$ cat config.mk
export PLATFORM = sky130hd
export DESIGN_NAME = light_sensor_autorange_lux_top_flat
export DESIGN_NICKNAME = d
export VERILOG_FILES = /design/src/hdl/lsal_pkg.sv /design/src/hdl/lsal_if.sv /design/src/hdl/lsal_div.sv /design/src/hdl/light_sensor_autorange_lux_top.sv /design/src/flat_wrapper.sv
export SDC_FILE = /design/constraint.sdc
export NUM_CORES = 2
export LEC_CHECK = 0
export CORE_UTILIZATION = 49
export CTS_CLUSTER_SIZE = 30
export DETAILED_ROUTE_END_ITERATION = 6
export DONT_BUFFER_PORTS = 1
export PLACE_DENSITY = 0.74
export SLEW_MARGIN = 0
export SYNTH_ARGS = -nofsm -noshare
export SYNTH_HDL_FRONTEND = slang
export SYNTH_SLANG_ARGS = --single-unit
$ cat constraint.sdc
create_clock -name clk_i -period 22.6 [get_ports clk_i]
set_clock_uncertainty 0.15 [all_clocks]
set_input_delay 1.13 -clock clk_i [delete_from_list [all_inputs] [get_ports clk_i]]
set_output_delay 1.13 -clock clk_i [all_outputs]
set_load 0.03 [all_outputs]
$ cat src/hdl/lsal_pkg.sv
package lsal_pkg;

  localparam int CNT_W   = 16;
  localparam int LUX_W   = 40;
  localparam int COEF_W  = 16;
  localparam int K_W     = 32;
  localparam int PROD_W  = COEF_W + K_W;
  localparam int DEN_W   = 23;
  localparam int DIV_STEPS = PROD_W;
  localparam int DIV_CNT_W = $clog2(DIV_STEPS);

  localparam logic [1:0] STATUS_WAIT   = 2'd0;
  localparam logic [1:0] STATUS_READJ  = 2'd1;
  localparam logic [1:0] STATUS_RESULT = 2'd2;
  localparam logic [1:0] STATUS_ABORT  = 2'd3;

  localparam logic [1:0] CFG_AUTO_MODE    = 2'd0;
  localparam logic [1:0] CFG_START_GAIN   = 2'd1;
  localparam logic [1:0] CFG_START_TIME   = 2'd2;
  localparam logic [1:0] CFG_GLASS_FACTOR = 2'd3;

  localparam logic       ACT_START  = 1'b0;
  localparam logic       GAIN_1X    = 1'b0;
  localparam logic       GAIN_150X  = 1'b1;

  localparam logic [1:0] REG_LOW  = 2'd0;
  localparam logic [1:0] REG_MID  = 2'd1;
  localparam logic [1:0] REG_HIGH = 2'd2;
  localparam logic [1:0] REG_NONE = 2'd3;

  localparam logic [CNT_W-1:0] CNT_SAT      = 16'hFFFF;
  localparam logic [CNT_W-1:0] IR_FIX_MIN   = 16'd1000;
  localparam logic [CNT_W-1:0] UP_THR_1X    = 16'd100;
  localparam logic [CNT_W-1:0] UP_THR_150X  = 16'd2000;
  localparam logic [CNT_W-1:0] DOWN_THR     = 16'd25000;
  localparam logic [LUX_W-1:0] LUX_UP_MIN   = 40'd81920;
  localparam logic [16:0]      GLASS_RESET  = 17'd256;

  localparam logic [2:0] LADDER_LAST = 3'd4;

  typedef struct packed {
    logic       hit;
    logic [2:0] idx;
  } lsal_lpos_t;

  function automatic logic [DEN_W-1:0] lsal_den(input logic gain, input logic [1:0] tcode);
    logic [DEN_W-1:0] d;
    unique case ({gain, tcode})
      3'b000:  d = 23'd10000;
      3'b001:  d = 23'd5000;
      3'b010:  d = 23'd20000;
      3'b011:  d = 23'd40000;
      3'b100:  d = 23'd1500000;
      3'b101:  d = 23'd750000;
      3'b110:  d = 23'd3000000;
      default: d = 23'd6000000;
    endcase
    return d;
  endfunction

  function automatic logic [COEF_W-1:0] lsal_coef_a(input logic [1:0] region);
    logic [COEF_W-1:0] c;
    unique case (region)
      REG_LOW:  c = 16'd17743;
      REG_MID:  c = 16'd37725;
      REG_HIGH: c = 16'd16903;
      default:  c = 16'd0;
    endcase
    return c;
  endfunction

  function automatic logic [COEF_W-1:0] lsal_coef_b(input logic [1:0] region);
    logic [COEF_W-1:0] c;
    unique case (region)
      REG_LOW:  c = 16'd11059;
      REG_MID:  c = 16'd13363;
      REG_HIGH: c = 16'd1693;
      default:  c = 16'd0;
    endcase
    return c;
  endfunction

  function automatic lsal_lpos_t lsal_ladder_pos(input logic gain, input logic [1:0] tcode);
    lsal_lpos_t p;
    p.hit = 1'b1;
    unique case ({gain, tcode})
      3'b001:  p.idx = 3'd0;
      3'b000:  p.idx = 3'd1;
      3'b100:  p.idx = 3'd2;
      3'b110:  p.idx = 3'd3;
      3'b111:  p.idx = 3'd4;
      default: begin
        p.hit = 1'b0;
        p.idx = 3'd0;
      end
    endcase
    return p;
  endfunction

  function automatic logic lsal_ladder_gain(input logic [2:0] idx);
    return (idx >= 3'd2) ? GAIN_150X : GAIN_1X;
  endfunction

  function automatic logic [1:0] lsal_ladder_time(input logic [2:0] idx);
    logic [1:0] t;
    unique case (idx)
      3'd0:    t = 2'd1;
      3'd1:    t = 2'd0;
      3'd2:    t = 2'd0;
      3'd3:    t = 2'd2;
      default: t = 2'd3;
    endcase
    return t;
  endfunction

endpackage

$ cat src/hdl/lsal_if.sv
interface lsal_in_if import lsal_pkg::*; ();
  logic             valid;
  logic             ready;
  logic             action;
  logic             new_data;
  logic             reported_gain;
  logic [CNT_W-1:0] visible_count;
  logic [CNT_W-1:0] infrared_count;

  modport source (
    output valid, action, new_data, reported_gain, visible_count, infrared_count,
    input  ready
  );
  modport sink (
    input  valid, action, new_data, reported_gain, visible_count, infrared_count,
    output ready
  );
endinterface

interface lsal_out_if import lsal_pkg::*; ();
  logic             valid;
  logic             ready;
  logic [1:0]       status;
  logic [LUX_W-1:0] lux_q8;
  logic [CNT_W-1:0] visible_out;
  logic [CNT_W-1:0] infrared_out;
  logic             gain_code;
  logic [1:0]       time_code;

  modport source (
    output valid, status, lux_q8, visible_out, infrared_out, gain_code, time_code,
    input  ready
  );
  modport sink (
    input  valid, status, lux_q8, visible_out, infrared_out, gain_code, time_code,
    output ready
  );
endinterface

$ cat src/hdl/lsal_div.sv
module lsal_div import lsal_pkg::*; (
  input  logic              clk_i,
  input  logic              rst_ni,
  input  logic              start_i,
  input  logic [PROD_W-1:0] dividend_i,
  input  logic [DEN_W-1:0]  divisor_i,
  output logic              done_o,
  output logic [PROD_W-1:0] quot_o
);

  logic                 busy_q, busy_d;
  logic                 done_q, done_d;
  logic [DIV_CNT_W-1:0] cnt_q, cnt_d;
  logic [PROD_W-1:0]    quo_q, quo_d;
  logic [DEN_W-1:0]     rem_q, rem_d;
  logic [DEN_W-1:0]     den_q, den_d;
  logic [DEN_W:0]       trial;
  logic                 ge;

  always_comb begin
    trial  = {rem_q, quo_q[PROD_W-1]};
    ge     = (trial >= {1'b0, den_q});
    busy_d = busy_q;
    done_d = 1'b0;
    cnt_d  = cnt_q;
    quo_d  = quo_q;
    rem_d  = rem_q;
    den_d  = den_q;
    if (start_i) begin
      busy_d = 1'b1;
      cnt_d  = DIV_CNT_W'(DIV_STEPS - 1);
      quo_d  = dividend_i;
      rem_d  = '0;
      den_d  = divisor_i;
    end else if (busy_q) begin
      // shift one quotient bit in per cycle
      rem_d = ge ? DEN_W'(trial - {1'b0, den_q}) : trial[DEN_W-1:0];
      quo_d = {quo_q[PROD_W-2:0], ge};
      if (cnt_q == '0) begin
        busy_d = 1'b0;
        done_d = 1'b1;
      end else begin
        cnt_d = cnt_q - 1'b1;
      end
    end
  end

  always_ff @(posedge clk_i or negedge rst_ni) begin
    if (!rst_ni) begin
      busy_q <= 1'b0;
      done_q <= 1'b0;
      cnt_q  <= '0;
    end else begin
      busy_q <= busy_d;
      done_q <= done_d;
      cnt_q  <= cnt_d;
    end
  end

  always_ff @(posedge clk_i) begin
    quo_q <= quo_d;
    rem_q <= rem_d;
    den_q <= den_d;
  end

  assign done_o = done_q;
  assign quot_o = quo_q;

endmodule

$ cat src/hdl/light_sensor_autorange_lux_top.sv
// A start word, an ignored word or a failed sample gives its result word in the
// cycle after it is accepted; a good sample goes through S_REGION, S_MULA, S_MULB,
// S_MULG, S_DIV (bit-serial divider, 48 steps, behind the shared 16x32 multiplier)
// and S_DEC. No new word is taken while a good sample is in work or the result slot is full.
// Reset (async, active low) clears phase, gain/time, counters and output valid,
// and loads the configuration defaults (glass factor 1.0).
module light_sensor_autorange_lux_top import lsal_pkg::*; #(
  parameter int MAX_RETRIES = 5,
  parameter int MAX_ADJUST  = 10
) (
  input  logic        clk_i,
  input  logic        rst_ni,
  lsal_in_if.sink     in_ch,
  lsal_out_if.source  out_ch,
  input  logic        cfg_we_i,
  input  logic [1:0]  cfg_idx_i,
  input  logic [15:0] cfg_data_i
);

  localparam logic [2:0] S_IDLE   = 3'd0;
  localparam logic [2:0] S_REGION = 3'd1;
  localparam logic [2:0] S_MULA   = 3'd2;
  localparam logic [2:0] S_MULB   = 3'd3;
  localparam logic [2:0] S_MULG   = 3'd4;
  localparam logic [2:0] S_DIV    = 3'd5;
  localparam logic [2:0] S_DEC    = 3'd6;

  logic [2:0] state_q, state_d;

  logic       auto_q, sgain_q;
  logic [1:0] stime_q;
  logic [15:0] glass_q;

  logic       phase_q, phase_d;
  logic       gain_q, gain_d;
  logic [1:0] time_q, time_d;
  logic [3:0] adj_q, adj_d;
  logic [2:0] retry_q, retry_d;

  logic [CNT_W-1:0] c0_q, c0_d, c1_q, c1_d;
  logic [1:0]       region_q, region_d;
  logic             kzero_q, kzero_d;
  logic [K_W-1:0]   a_q, a_d, k_q, k_d;
  logic [LUX_W-1:0] lux_q, lux_d;

  logic             out_vld_q, out_vld_d;
  logic [1:0]       o_status_q, o_status_d;
  logic [LUX_W-1:0] o_lux_q, o_lux_d;
  logic [CNT_W-1:0] o_vis_q, o_vis_d, o_ir_q, o_ir_d;
  logic             o_gain_q, o_gain_d;
  logic [1:0]       o_time_q, o_time_d;

  logic              out_free, in_acc;
  logic [COEF_W-1:0] mul_a;
  logic [K_W-1:0]    mul_b;
  logic [PROD_W-1:0] prod;
  logic              div_start, div_done;
  logic [PROD_W-1:0] div_quot;

  logic [16:0] sum17;
  logic [23:0] lhs, r45, r64, r85;
  logic [K_W-1:0] b_val;
  logic [CNT_W-1:0] fix0, fix1, up_thr;
  logic step_up, step_dn, do_step, early_final;
  logic [2:0] nidx;
  lsal_lpos_t lpos;
  logic [3:0] adj_inc;

  assign out_free    = !out_vld_q || out_ch.ready;
  assign in_ch.ready = (state_q == S_IDLE) && out_free;
  assign in_acc      = in_ch.valid && in_ch.ready;

  // shared multiplier
  always_comb begin
    unique case (state_q)
      S_MULA: begin
        mul_a = lsal_coef_a(region_q);
        mul_b = K_W'(c0_q);
      end
      S_MULB: begin
        mul_a = lsal_coef_b(region_q);
        mul_b = K_W'(c1_q);
      end
      S_MULG: begin
        mul_a = glass_q;
        mul_b = k_q;
      end
      default: begin
        mul_a = '0;
        mul_b = '0;
      end
    endcase
    prod = PROD_W'(mul_a) * PROD_W'(mul_b);
  end

  assign div_start = (state_q == S_MULG);

  lsal_div u_div (
    .clk_i      (clk_i),
    .rst_ni     (rst_ni),
    .start_i    (div_start),
    .dividend_i (prod),
    .divisor_i  (lsal_den(gain_q, time_q)),
    .done_o     (div_done),
    .quot_o     (div_quot)
  );

  always_comb begin
    sum17 = {1'b0, c0_q} + {1'b0, c1_q};
    lhs   = 24'(c1_q) * 24'd100;
    r45   = 24'(sum17) * 24'd45;
    r64   = 24'(sum17) * 24'd64;
    r85   = 24'(sum17) * 24'd85;
    b_val = prod[K_W-1:0];

    fix0 = c0_q;
    fix1 = c1_q;
    if (gain_q == GAIN_150X && c0_q == '0) begin
      if (c1_q == CNT_W'(1)) begin
        fix0 = CNT_SAT;
        fix1 = CNT_SAT;
      end else if (c1_q > IR_FIX_MIN) begin
        fix0 = CNT_SAT;
      end
    end
    up_thr  = (gain_q == GAIN_150X) ? UP_THR_150X : UP_THR_1X;
    step_up = (fix0 <= up_thr) || (gain_q == GAIN_1X && lux_q < LUX_UP_MIN);
    step_dn = (fix0 >= DOWN_THR) || (fix1 >= DOWN_THR);
    lpos    = lsal_ladder_pos(gain_q, time_q);
    do_step = 1'b0;
    nidx    = lpos.idx;
    if (step_up) begin
      if (lpos.hit && lpos.idx < LADDER_LAST) begin
        do_step = 1'b1;
        nidx    = lpos.idx + 3'd1;
      end
    end else if (step_dn) begin
      if (lpos.hit && lpos.idx != 3'd0) begin
        do_step = 1'b1;
        nidx    = lpos.idx - 3'd1;
      end
    end
    early_final = !auto_q || (adj_q > 4'(MAX_ADJUST));
    adj_inc     = (adj_q != 4'hF) ? adj_q + 4'd1 : adj_q;
  end

  always_comb begin
    state_d  = state_q;
    phase_d  = phase_q;
    gain_d   = gain_q;
    time_d   = time_q;
    adj_d    = adj_q;
    retry_d  = retry_q;
    c0_d     = c0_q;
    c1_d     = c1_q;
    region_d = region_q;
    kzero_d  = kzero_q;
    a_d      = a_q;
    k_d      = k_q;
    lux_d    = lux_q;

    out_vld_d  = out_vld_q && !out_ch.ready;
    o_status_d = o_status_q;
    o_lux_d    = o_lux_q;
    o_vis_d    = o_vis_q;
    o_ir_d     = o_ir_q;
    o_gain_d   = o_gain_q;
    o_time_d   = o_time_q;

    unique case (state_q)
      S_IDLE: begin
        if (in_acc) begin
          out_vld_d  = 1'b1;
          o_status_d = STATUS_WAIT;
          o_lux_d    = '0;
          o_vis_d    = '0;
          o_ir_d     = '0;
          o_gain_d   = gain_q;
          o_time_d   = time_q;
          if (in_ch.action == ACT_START) begin
            if (!phase_q) begin
              phase_d    = 1'b1;
              gain_d     = sgain_q;
              time_d     = stime_q;
              adj_d      = '0;
              o_gain_d   = sgain_q;
              o_time_d   = stime_q;
              o_status_d = auto_q ? STATUS_READJ : STATUS_WAIT;
            end
          end else if (phase_q) begin
            if (!in_ch.new_data || in_ch.reported_gain != gain_q) begin
              if (retry_q >= 3'(MAX_RETRIES)) begin
                retry_d    = '0;
                phase_d    = 1'b0;
                o_status_d = STATUS_ABORT;
              end else begin
                retry_d = retry_q + 3'd1;
              end
            end else begin
              // good sample: hold the word back until the lux is ready
              out_vld_d = out_vld_q && !out_ch.ready;
              o_status_d = o_status_q;
              o_lux_d    = o_lux_q;
              o_vis_d    = o_vis_q;
              o_ir_d     = o_ir_q;
              o_gain_d   = o_gain_q;
              o_time_d   = o_time_q;
              retry_d    = '0;
              c0_d       = in_ch.visible_count;
              c1_d       = in_ch.infrared_count;
              state_d    = S_REGION;
            end
          end
        end
      end
      S_REGION: begin
        kzero_d = (c0_q == CNT_SAT) || (c1_q == CNT_SAT) ||
                  (c0_q == '0 && c1_q == '0);
        if (lhs < r45) begin
          region_d = REG_LOW;
        end else if (lhs < r64) begin
          region_d = REG_MID;
        end else if (lhs < r85) begin
          region_d = REG_HIGH;
        end else begin
          region_d = REG_NONE;
        end
        state_d = S_MULA;
      end
      S_MULA: begin
        a_d     = prod[K_W-1:0];
        state_d = S_MULB;
      end
      S_MULB: begin
        if (kzero_q || region_q == REG_NONE) begin
          k_d = '0;
        end else if (region_q == REG_LOW) begin
          k_d = a_q + b_val;
        end else begin
          k_d = (a_q > b_val) ? a_q - b_val : '0;
        end
        state_d = S_MULG;
      end
      S_MULG: begin
        state_d = S_DIV;
      end
      S_DIV: begin
        if (div_done) begin
          lux_d   = div_quot[LUX_W-1:0];
          state_d = S_DEC;
        end
      end
      S_DEC: begin
        if (out_free) begin
          out_vld_d  = 1'b1;
          o_lux_d    = lux_q;
          o_status_d = STATUS_RESULT;
          state_d    = S_IDLE;
          phase_d    = 1'b0;
          if (auto_q) begin
            adj_d = adj_inc;
          end
          if (early_final) begin
            o_vis_d = c0_q;
            o_ir_d  = c1_q;
            o_gain_d = gain_q;
            o_time_d = time_q;
          end else begin
            o_vis_d  = fix0;
            o_ir_d   = fix1;
            o_gain_d = gain_q;
            o_time_d = time_q;
            if (do_step) begin
              phase_d    = 1'b1;
              gain_d     = lsal_ladder_gain(nidx);
              time_d     = lsal_ladder_time(nidx);
              o_gain_d   = lsal_ladder_gain(nidx);
              o_time_d   = lsal_ladder_time(nidx);
              o_status_d = STATUS_READJ;
            end
          end
        end
      end
      default: begin
        state_d = S_IDLE;
      end
    endcase
  end

  always_ff @(posedge clk_i or negedge rst_ni) begin
    if (!rst_ni) begin
      state_q   <= S_IDLE;
      phase_q   <= 1'b0;
      gain_q    <= GAIN_1X;
      time_q    <= '0;
      adj_q     <= '0;
      retry_q   <= '0;
      out_vld_q <= 1'b0;
      auto_q    <= 1'b0;
      sgain_q   <= GAIN_1X;
      stime_q   <= '0;
      glass_q   <= GLASS_RESET[15:0];
    end else begin
      state_q   <= state_d;
      phase_q   <= phase_d;
      gain_q    <= gain_d;
      time_q    <= time_d;
      adj_q     <= adj_d;
      retry_q   <= retry_d;
      out_vld_q <= out_vld_d;
      if (cfg_we_i) begin
        unique case (cfg_idx_i)
          CFG_AUTO_MODE:    auto_q  <= cfg_data_i[0];
          CFG_START_GAIN:   sgain_q <= cfg_data_i[0];
          CFG_START_TIME:   stime_q <= cfg_data_i[1:0];
          CFG_GLASS_FACTOR: glass_q <= cfg_data_i;
          default:          auto_q  <= auto_q;
        endcase
      end
    end
  end

  always_ff @(posedge clk_i) begin
    c0_q       <= c0_d;
    c1_q       <= c1_d;
    region_q   <= region_d;
    kzero_q    <= kzero_d;
    a_q        <= a_d;
    k_q        <= k_d;
    lux_q      <= lux_d;
    o_status_q <= o_status_d;
    o_lux_q    <= o_lux_d;
    o_vis_q    <= o_vis_d;
    o_ir_q     <= o_ir_d;
    o_gain_q   <= o_gain_d;
    o_time_q   <= o_time_d;
  end

  assign out_ch.valid        = out_vld_q;
  assign out_ch.status       = o_status_q;
  assign out_ch.lux_q8       = o_lux_q;
  assign out_ch.visible_out  = o_vis_q;
  assign out_ch.infrared_out = o_ir_q;
  assign out_ch.gain_code    = o_gain_q;
  assign out_ch.time_code    = o_time_q;

endmodule

$ cat src/flat_wrapper.sv
// flat-port wrapper written by rule: the top's interface ports become plain ports
module light_sensor_autorange_lux_top_flat import lsal_pkg::*;
#(
  parameter int MAX_RETRIES = 5,
  parameter int MAX_ADJUST  = 10
)
  (clk_i, rst_ni, cfg_we_i, cfg_idx_i, cfg_data_i, in_ch_valid, in_ch_action, in_ch_new_data, in_ch_reported_gain, in_ch_visible_count, in_ch_infrared_count, in_ch_ready, out_ch_valid, out_ch_status, out_ch_lux_q8, out_ch_visible_out, out_ch_infrared_out, out_ch_gain_code, out_ch_time_code, out_ch_ready);
  lsal_in_if in_ch_i ();
  lsal_out_if out_ch_i ();
  input  logic clk_i;
  input  logic rst_ni;
  input  logic cfg_we_i;
  input  logic [1:0] cfg_idx_i;
  input  logic [15:0] cfg_data_i;
  input wire logic [$bits(in_ch_i.valid)-1:0] in_ch_valid;
  input wire logic [$bits(in_ch_i.action)-1:0] in_ch_action;
  input wire logic [$bits(in_ch_i.new_data)-1:0] in_ch_new_data;
  input wire logic [$bits(in_ch_i.reported_gain)-1:0] in_ch_reported_gain;
  input wire logic [$bits(in_ch_i.visible_count)-1:0] in_ch_visible_count;
  input wire logic [$bits(in_ch_i.infrared_count)-1:0] in_ch_infrared_count;
  output wire logic [$bits(in_ch_i.ready)-1:0] in_ch_ready;
  output wire logic [$bits(out_ch_i.valid)-1:0] out_ch_valid;
  output wire logic [$bits(out_ch_i.status)-1:0] out_ch_status;
  output wire logic [$bits(out_ch_i.lux_q8)-1:0] out_ch_lux_q8;
  output wire logic [$bits(out_ch_i.visible_out)-1:0] out_ch_visible_out;
  output wire logic [$bits(out_ch_i.infrared_out)-1:0] out_ch_infrared_out;
  output wire logic [$bits(out_ch_i.gain_code)-1:0] out_ch_gain_code;
  output wire logic [$bits(out_ch_i.time_code)-1:0] out_ch_time_code;
  input wire logic [$bits(out_ch_i.ready)-1:0] out_ch_ready;
  assign in_ch_i.valid = in_ch_valid;
  assign in_ch_i.action = in_ch_action;
  assign in_ch_i.new_data = in_ch_new_data;
  assign in_ch_i.reported_gain = in_ch_reported_gain;
  assign in_ch_i.visible_count = in_ch_visible_count;
  assign in_ch_i.infrared_count = in_ch_infrared_count;
  assign in_ch_ready = in_ch_i.ready;
  assign out_ch_valid = out_ch_i.valid;
  assign out_ch_status = out_ch_i.status;
  assign out_ch_lux_q8 = out_ch_i.lux_q8;
  assign out_ch_visible_out = out_ch_i.visible_out;
  assign out_ch_infrared_out = out_ch_i.infrared_out;
  assign out_ch_gain_code = out_ch_i.gain_code;
  assign out_ch_time_code = out_ch_i.time_code;
  assign out_ch_i.ready = out_ch_ready;
  light_sensor_autorange_lux_top #(.MAX_RETRIES(MAX_RETRIES), .MAX_ADJUST(MAX_ADJUST)) u_core (.clk_i(clk_i), .rst_ni(rst_ni), .in_ch(in_ch_i), .out_ch(out_ch_i), .cfg_we_i(cfg_we_i), .cfg_idx_i(cfg_idx_i), .cfg_data_i(cfg_data_i));
endmodule
# Word-level counts from Yosys, hierarchy flattened
# Index checks and enable logic that the tools add are counted.
op_classes:
  n_eq_ne: 39
  magnitude_cmp: 14
  addsub: 9
  n_mul: 4
  mux: 121
  bitwise: 2
  reduce_logical: 47
op_table:
  columns: ["cell", "count"]
  rows:
  - ["$mux W16", 13]
  - ["$mux W40", 5]
  - ["$pmux W23 S7", 1]
  - ["$mux W48", 2]
  - ["$pmux W16 S3", 2]
  - ["$pmux W32 S3", 1]
  - ["$pmux W40 S2", 1]
  - ["$mux W32", 2]
  - ["$pmux W16 S2", 2]
  - ["$mul A16 B32 Y48", 1]
  - ["$lt A23 B23 Y1", 2]
  - ["$pmux W14 S3", 1]
  - ["$lt A40 B17 Y1 const B", 1]
  - ["$mux W1", 38]
  - ["$mux W2", 19]
  - ["$mux W3", 12]
  - ["$add A32 B32 Y32", 1]
  - ["$eq A16 B16 Y1 const B", 2]
  - ["$ge A16 B15 Y1 const B", 2]
  - ["$gt A32 B32 Y1", 1]
  - ["$logic_not A16 Y1", 2]
  - ["$sub A32 B32 Y32", 1]
  - ["$ge A24 B23 Y1", 1]
  - ["$lt A23 B24 Y1", 1]
  - ["52 further kinds", 122]
word_totals:
  in_bits: 58
  output_inout_bits: 79
  word_cells: 267
  regBits: 353

# Logic depth before layout (Yosys ltp)
depth:
  ltp_word: 15
  depth_mapped: 48
  ltp_nobuf: 42

# By module
# Synthesis repeated with hierarchy kept, for this count alone.
unflattened:
  hier_cells: 4447
  area_unflattened_um2: 41642.4
by_module_without_submodules:
  columns: ["mod", "instances", "cells_each", "area_each_um2", "seq_area_each_um2"]
  rows:
  - ["light_sensor_autorange_lux_top", 1, 3993, 36363.6, 7363.3]
  - ["lsal_div", 1, 454, 5278.8, 2792.7]

# Worst setup path before layout
# OpenSTA, ideal clock, no wires.
synth_path:
  path_kind: "flip-flop to flip-flop"
  startpoint: "register u_core.state_q[1]"
  endpoint: "register u_core.k_q[10], data pin"
  n_path_buf: 4
  path_slack_ps: 11439
  required_time_ps: 22184
  path_stages_with_launch: 41
  arrival_time_ps: 10745
  synth_period_minus_slack_ps: 11161
  path_cell_list: "dfrtp_1 > clkbuf_1 > nand2b_1 > nor2_1 > a22oi_1 > clkbuf_1 > nor2_1 > fa_1 > inv_1 > fa_1 > fa_1 > inv_1 > fa_1 > fa_1 > inv_1 > fa_1 > inv_1 > ha_1 > [5 not listed] > a21o_1 > a21o_1 > a21o_1 > a21oi_1 > xor2_1 > inv_1 > ha_1 > clkinv_1 > a21o_1 > a221o_1 > a211o_1 > a2111oi_4 > or2_1 > buf_2 > buf_6 > nor3_1 > a21oi_1 > nor2_1"
synth_via:
  elab_chain_len: 6
synth_lines:
  columns: ["item", "line_no", "rtl"]
  rows:
  - ["start: declaration", "light_sensor_autorange_lux_top.sv:28", "logic [2:0] state_q, state_d;"]
  - ["start signal: assignment", "light_sensor_autorange_lux_top.sv:304", "state_q <= state_d;"]
  - ["$eq A3 B3 Y1 / $eq A3 B2 Y1 (equally long branches)", "light_sensor_autorange_lux_top.sv:75", "unique case (state_q)"]
  - ["$pmux W16 S3 / $pmux W32 S3 (equally long branches)", "light_sensor_autorange_lux_top.sv:75", null]
  - ["$mul A16 B32 Y48 *", "light_sensor_autorange_lux_top.sv:93", "prod = PROD_W'(mul_a) * PROD_W'(mul_b);"]
  - ["net u_core.prod[23]", "light_sensor_autorange_lux_top.sv:56", "logic [PROD_W-1:0] prod;"]
  - ["$gt A32 B32 Y1 *", "light_sensor_autorange_lux_top.sv:240", "k_d = (a_q > b_val) ? a_q - b_val : '0;"]
  - ["$mux W32 *", "light_sensor_autorange_lux_top.sv:240", null]
  - ["$mux W32 *", "light_sensor_autorange_lux_top.sv:237", "end else if (region_q == REG_LOW) begin"]
  - ["end signal: assignment", "light_sensor_autorange_lux_top.sv:329", "k_q <= k_d;"]
  - ["end: declaration", "light_sensor_autorange_lux_top.sv:43", "logic [K_W-1:0] a_q, a_d, k_q, k_d;"]
# The timed path passes the listed nets; every way through them passes the cells marked *.
# A chain may end at the register's enable or synchronous reset.

# Final worst setup path
layout_path:
  startpoint: "register u_core.state_q[0]"
  endpoint: "register u_core.k_q[31], data pin"
layout_via:
  elab_chain_len: 6
layout_lines:
  columns: ["item", "line_no"]
  rows:
  - ["$eq A3 B3 Y1 / $eq A3 B2 Y1 (equally long branches)", "light_sensor_autorange_lux_top.sv:75"]
  - ["$pmux W16 S3 / $pmux W32 S3 (equally long branches)", "light_sensor_autorange_lux_top.sv:75"]
  - ["$mul A16 B32 Y48 *", "light_sensor_autorange_lux_top.sv:93"]
  - ["net u_core.prod[29]", "light_sensor_autorange_lux_top.sv:56"]
  - ["$sub A32 B32 Y32 / $gt A32 B32 Y1 (equally long branches)", "light_sensor_autorange_lux_top.sv:240"]
  - ["$mux W32", "light_sensor_autorange_lux_top.sv:240"]
  - ["$mux W32 *", "light_sensor_autorange_lux_top.sv:237"]
# Marked as above.

==> run metrics <==
outcome=finished, final reports clean; Worst path max stage delay=1.00 ns; root buffer cell=clkbuf_16; Longest Clk Path Bufs=3; initial antenna violation count=0; Setup TNS=0 ns; number of global-route vias before repair=32.3k; flops & latches, synth=349; crit path kind=reg -> reg; EDFF count, synth=around 280; TritonRoute pass-1 iters=5; Max Fanout on Critical Path=a little under 60; cell count after synthesis=between 4k and 5k; DR DRC count=0; half-perimeter wire length after placement=between 90000 and 100000 um; H-tree depth=2; post-layout minimum cycle time=between 10 and 15 ns; wire length per cell=~21 um; Fill cells=between 7k and 8k; Synth cell types=90; max_slew headroom=0.134; via-per-instance ratio=around 5.8; synth warn=0; ANT nets after route=0; latest clock arrival within the worst-skew pair=a little under 0.6 ns; synth top area cells=fa_1 23%, edfxtp_1 20%, ha_1 13%, inv_1 6.6%, nand2_1 4.6%; largest net degree at the start of global routing=78; startpoint types=flop; post-route cell area=about 44000 um^2; fin. max-slew vios=0; Clock Sinks=between 300 and 400; Routed WL=between 100000 and 150000 um; unrepaired setup endpoints after global routing=no; setup bufs post-CTS=0; post-synth design cell area=between 40000 and 50000 um^2; die area=86100 um^2; final non-filler cell total=roughly 5.6k; Yosys top cell by area=fa_1; r2r startpoint=u_core.state_q[0]; Worst Path Required=between 20 and 25 ns; area of the multi-input gates=around 28000 um^2; # nets final=~5.4k; Slowest-stage cell, CP=a22o_1; Area Growth Syn to Fin=5.98%; via count=around 32k; Num CTS Buffers=42; Post-DP Area=roughly 43000 um^2; Hold Path Class=in -> async; Detailed Route Iter0 Violations=between 2k and 3k; row cnt=around 110; Post-Syn Nets=5484; f_max=about 0.076 GHz; Setup Viol. Count Final=0; Place WS=between 9 and 10 ns; Die Width=approximately 290 um; R2R depth=41; WP data arrival=approximately 13 ns; Starting Density=0.496; grt ovf=0; Syn Area/Cell=around 9.2 um^2; Worst R2R End=u_core.k_q[31]; I/O pin count=137; first-pass GRT wire length=between 150000 and 200000 um; GRT Util Overall=0.274; total inserted antenna cells=0; Synth top area share=0.234; # resized after CTS=0; TritonCTS clock tree=yes; CTS Hold Bufs=0; IO buf count=0; core area=83800 um^2; CP Capture Type=flop; Synth async-reset ratio=0.123; final setup margin=9.45 ns; top_reg_cell synth=edfxtp_1; RePlAce Congestion=1.03; worst slew pin tran=around 1.3 ns; register area share after synthesis=0.241; clock-pin slew on the worst setup and hold paths=around 0.06 ns; die height=293 um; post-placement cell count=5510; part of the cycle the worst path needs=0.582; FF+latch area=around 10000 um^2; Final Hold Vio Count=0; R2R setup slack=about 9.4 ns; share of post-route cells with drive strength above 1=0.0368; max cap viols=0
registers in the layout (all words and copies together), names as in the netlist, 6 cells and up:
| signal | cells |
|---|---|
| u_core.a_q | 32 |
| u_core.u_div.den_q | 19 |
| u_core.u_div.rem_q | 23 |
| u_core.lux_q | 40 |
| u_core.c0_q | 16 |
| u_core.glass_q | 16 |
| u_core.out_ch.infrared_out | 16 |
| u_core.c1_q | 16 |
| u_core.out_ch.visible_out | 16 |
| u_core.u_div.quot_o | 48 |
| u_core.out_ch.lux_q8 | 40 |
| u_core.k_q | 32 |
| u_core.u_div.cnt_q | 6 |
stage by stage:
stage                util  hold slack, ns
floorplan               -           0.276
global placement    0.510           0.284
detailed placement  0.510           0.283
CTS                 0.526          0.0390
global route        0.526          0.0515
finish              0.526          0.0786
synth_stat cells (35+ instances only):
master,n
nand2_1,511
nand3_1,43
inv_1,734
nand2b_1,37
a21o_1,69
clkbuf_1,135
edfxtp_1,283
o21a_1,50
nor2_1,484
nor3_1,65
xor2_1,45
and2_1,52
o21ai_0,153
a21oi_1,182
ha_1,440
xnor2_1,117
mux2i_1,44
dfrtp_1,42
fa_1,487
a211oi_1,38
and3_1,35
routing by layer:
metal	global-route usage	wire length, um
met1	0.344	45200
met2	0.450	54400
met3	0.0633	10400
met4	0.124	6170
met5	0	0
critical path: cells and delay by family (launching register included):
| family | cells | cell delay, ns |
|---|---|---|
| XOR/XNOR | 1 | 0.27 |
| adder cells (fa/ha/maj) | 8 | 3.87 |
| AND/OR/NAND/NOR | 11 | 2.94 |
| buffers and inverters | 9 | 1.89 |
| AO/OA/AOI/OAI | 12 | 3.07 |
| flip-flops | 1 | 0.74 |
kinds of logic after synthesis:
family | synth area share
AOI/OAI and AO/OA | 0.118
xor gates and xnor gates | 0.0341
muxes | 0.0163
and+or+nand+nor | 0.142
DFF | 0.241
buffers and inverters | 0.0817
adders and majority gates | 0.367
worst max-delay path by stage:
stage | start | endpoint | slack (ns)
6_report | u_core.state_q[0] | u_core.k_q[31] | 9.45
5_1_grt | u_core.state_q[0] | u_core.k_q[31] | 8.69
4_1_cts | u_core.state_q[0] | u_core.k_q[31] | 9.63
3_5_place_dp | u_core.state_q[0] | u_core.k_q[13] | 9.68
3_3_place_gp | u_core.state_q[0] | u_core.k_q[13] | 9.92
2_1_floorplan | u_core.state_q[1] | u_core.k_q[10] | 11.44
placed cells by master, fill, tap and decap left out, types with 9 or more instances in the layout:
master,count
and2_1,52
mux2_2,21
nor2b_1,31
or2_2,9
nor2_1,480
o31ai_1,11
nand4_1,22
o22ai_1,12
nand2_1,510
a211oi_1,38
and3_1,35
buf_4,37
clkbuf_16,43
a21oi_1,181
nand2b_1,37
a22o_1,9
a221oi_1,11
xor2_1,45
dfrtp_1,41
dfxtp_1,23
o21ai_1,17
mux2i_1,44
nand3_1,43
xnor2_1,117
nor4_1,24
edfxtp_1,283
or3_1,17
o211ai_1,18
nor3_1,64
o21a_1,50
a22oi_1,16
a211o_1,17
fa_1,487
a21o_1,69
a31oi_1,19
o21bai_1,24
o21ai_0,150
o2111ai_1,9
inv_1,732
ha_1,440
area by class of cell:
cell class	count	area share
clock buffer	50	0.0255
clock inverter	26	0.00539
inverter	738	0.0629
multi-input combinational	3252	0.640
sequential	349	0.228
tap	1134	0.0322
timing repair buffer	37	0.00630
Power is left out: the tool's default activity adds up to more than one toggle a clock period on the data nets, which glitch-free logic cannot reach.
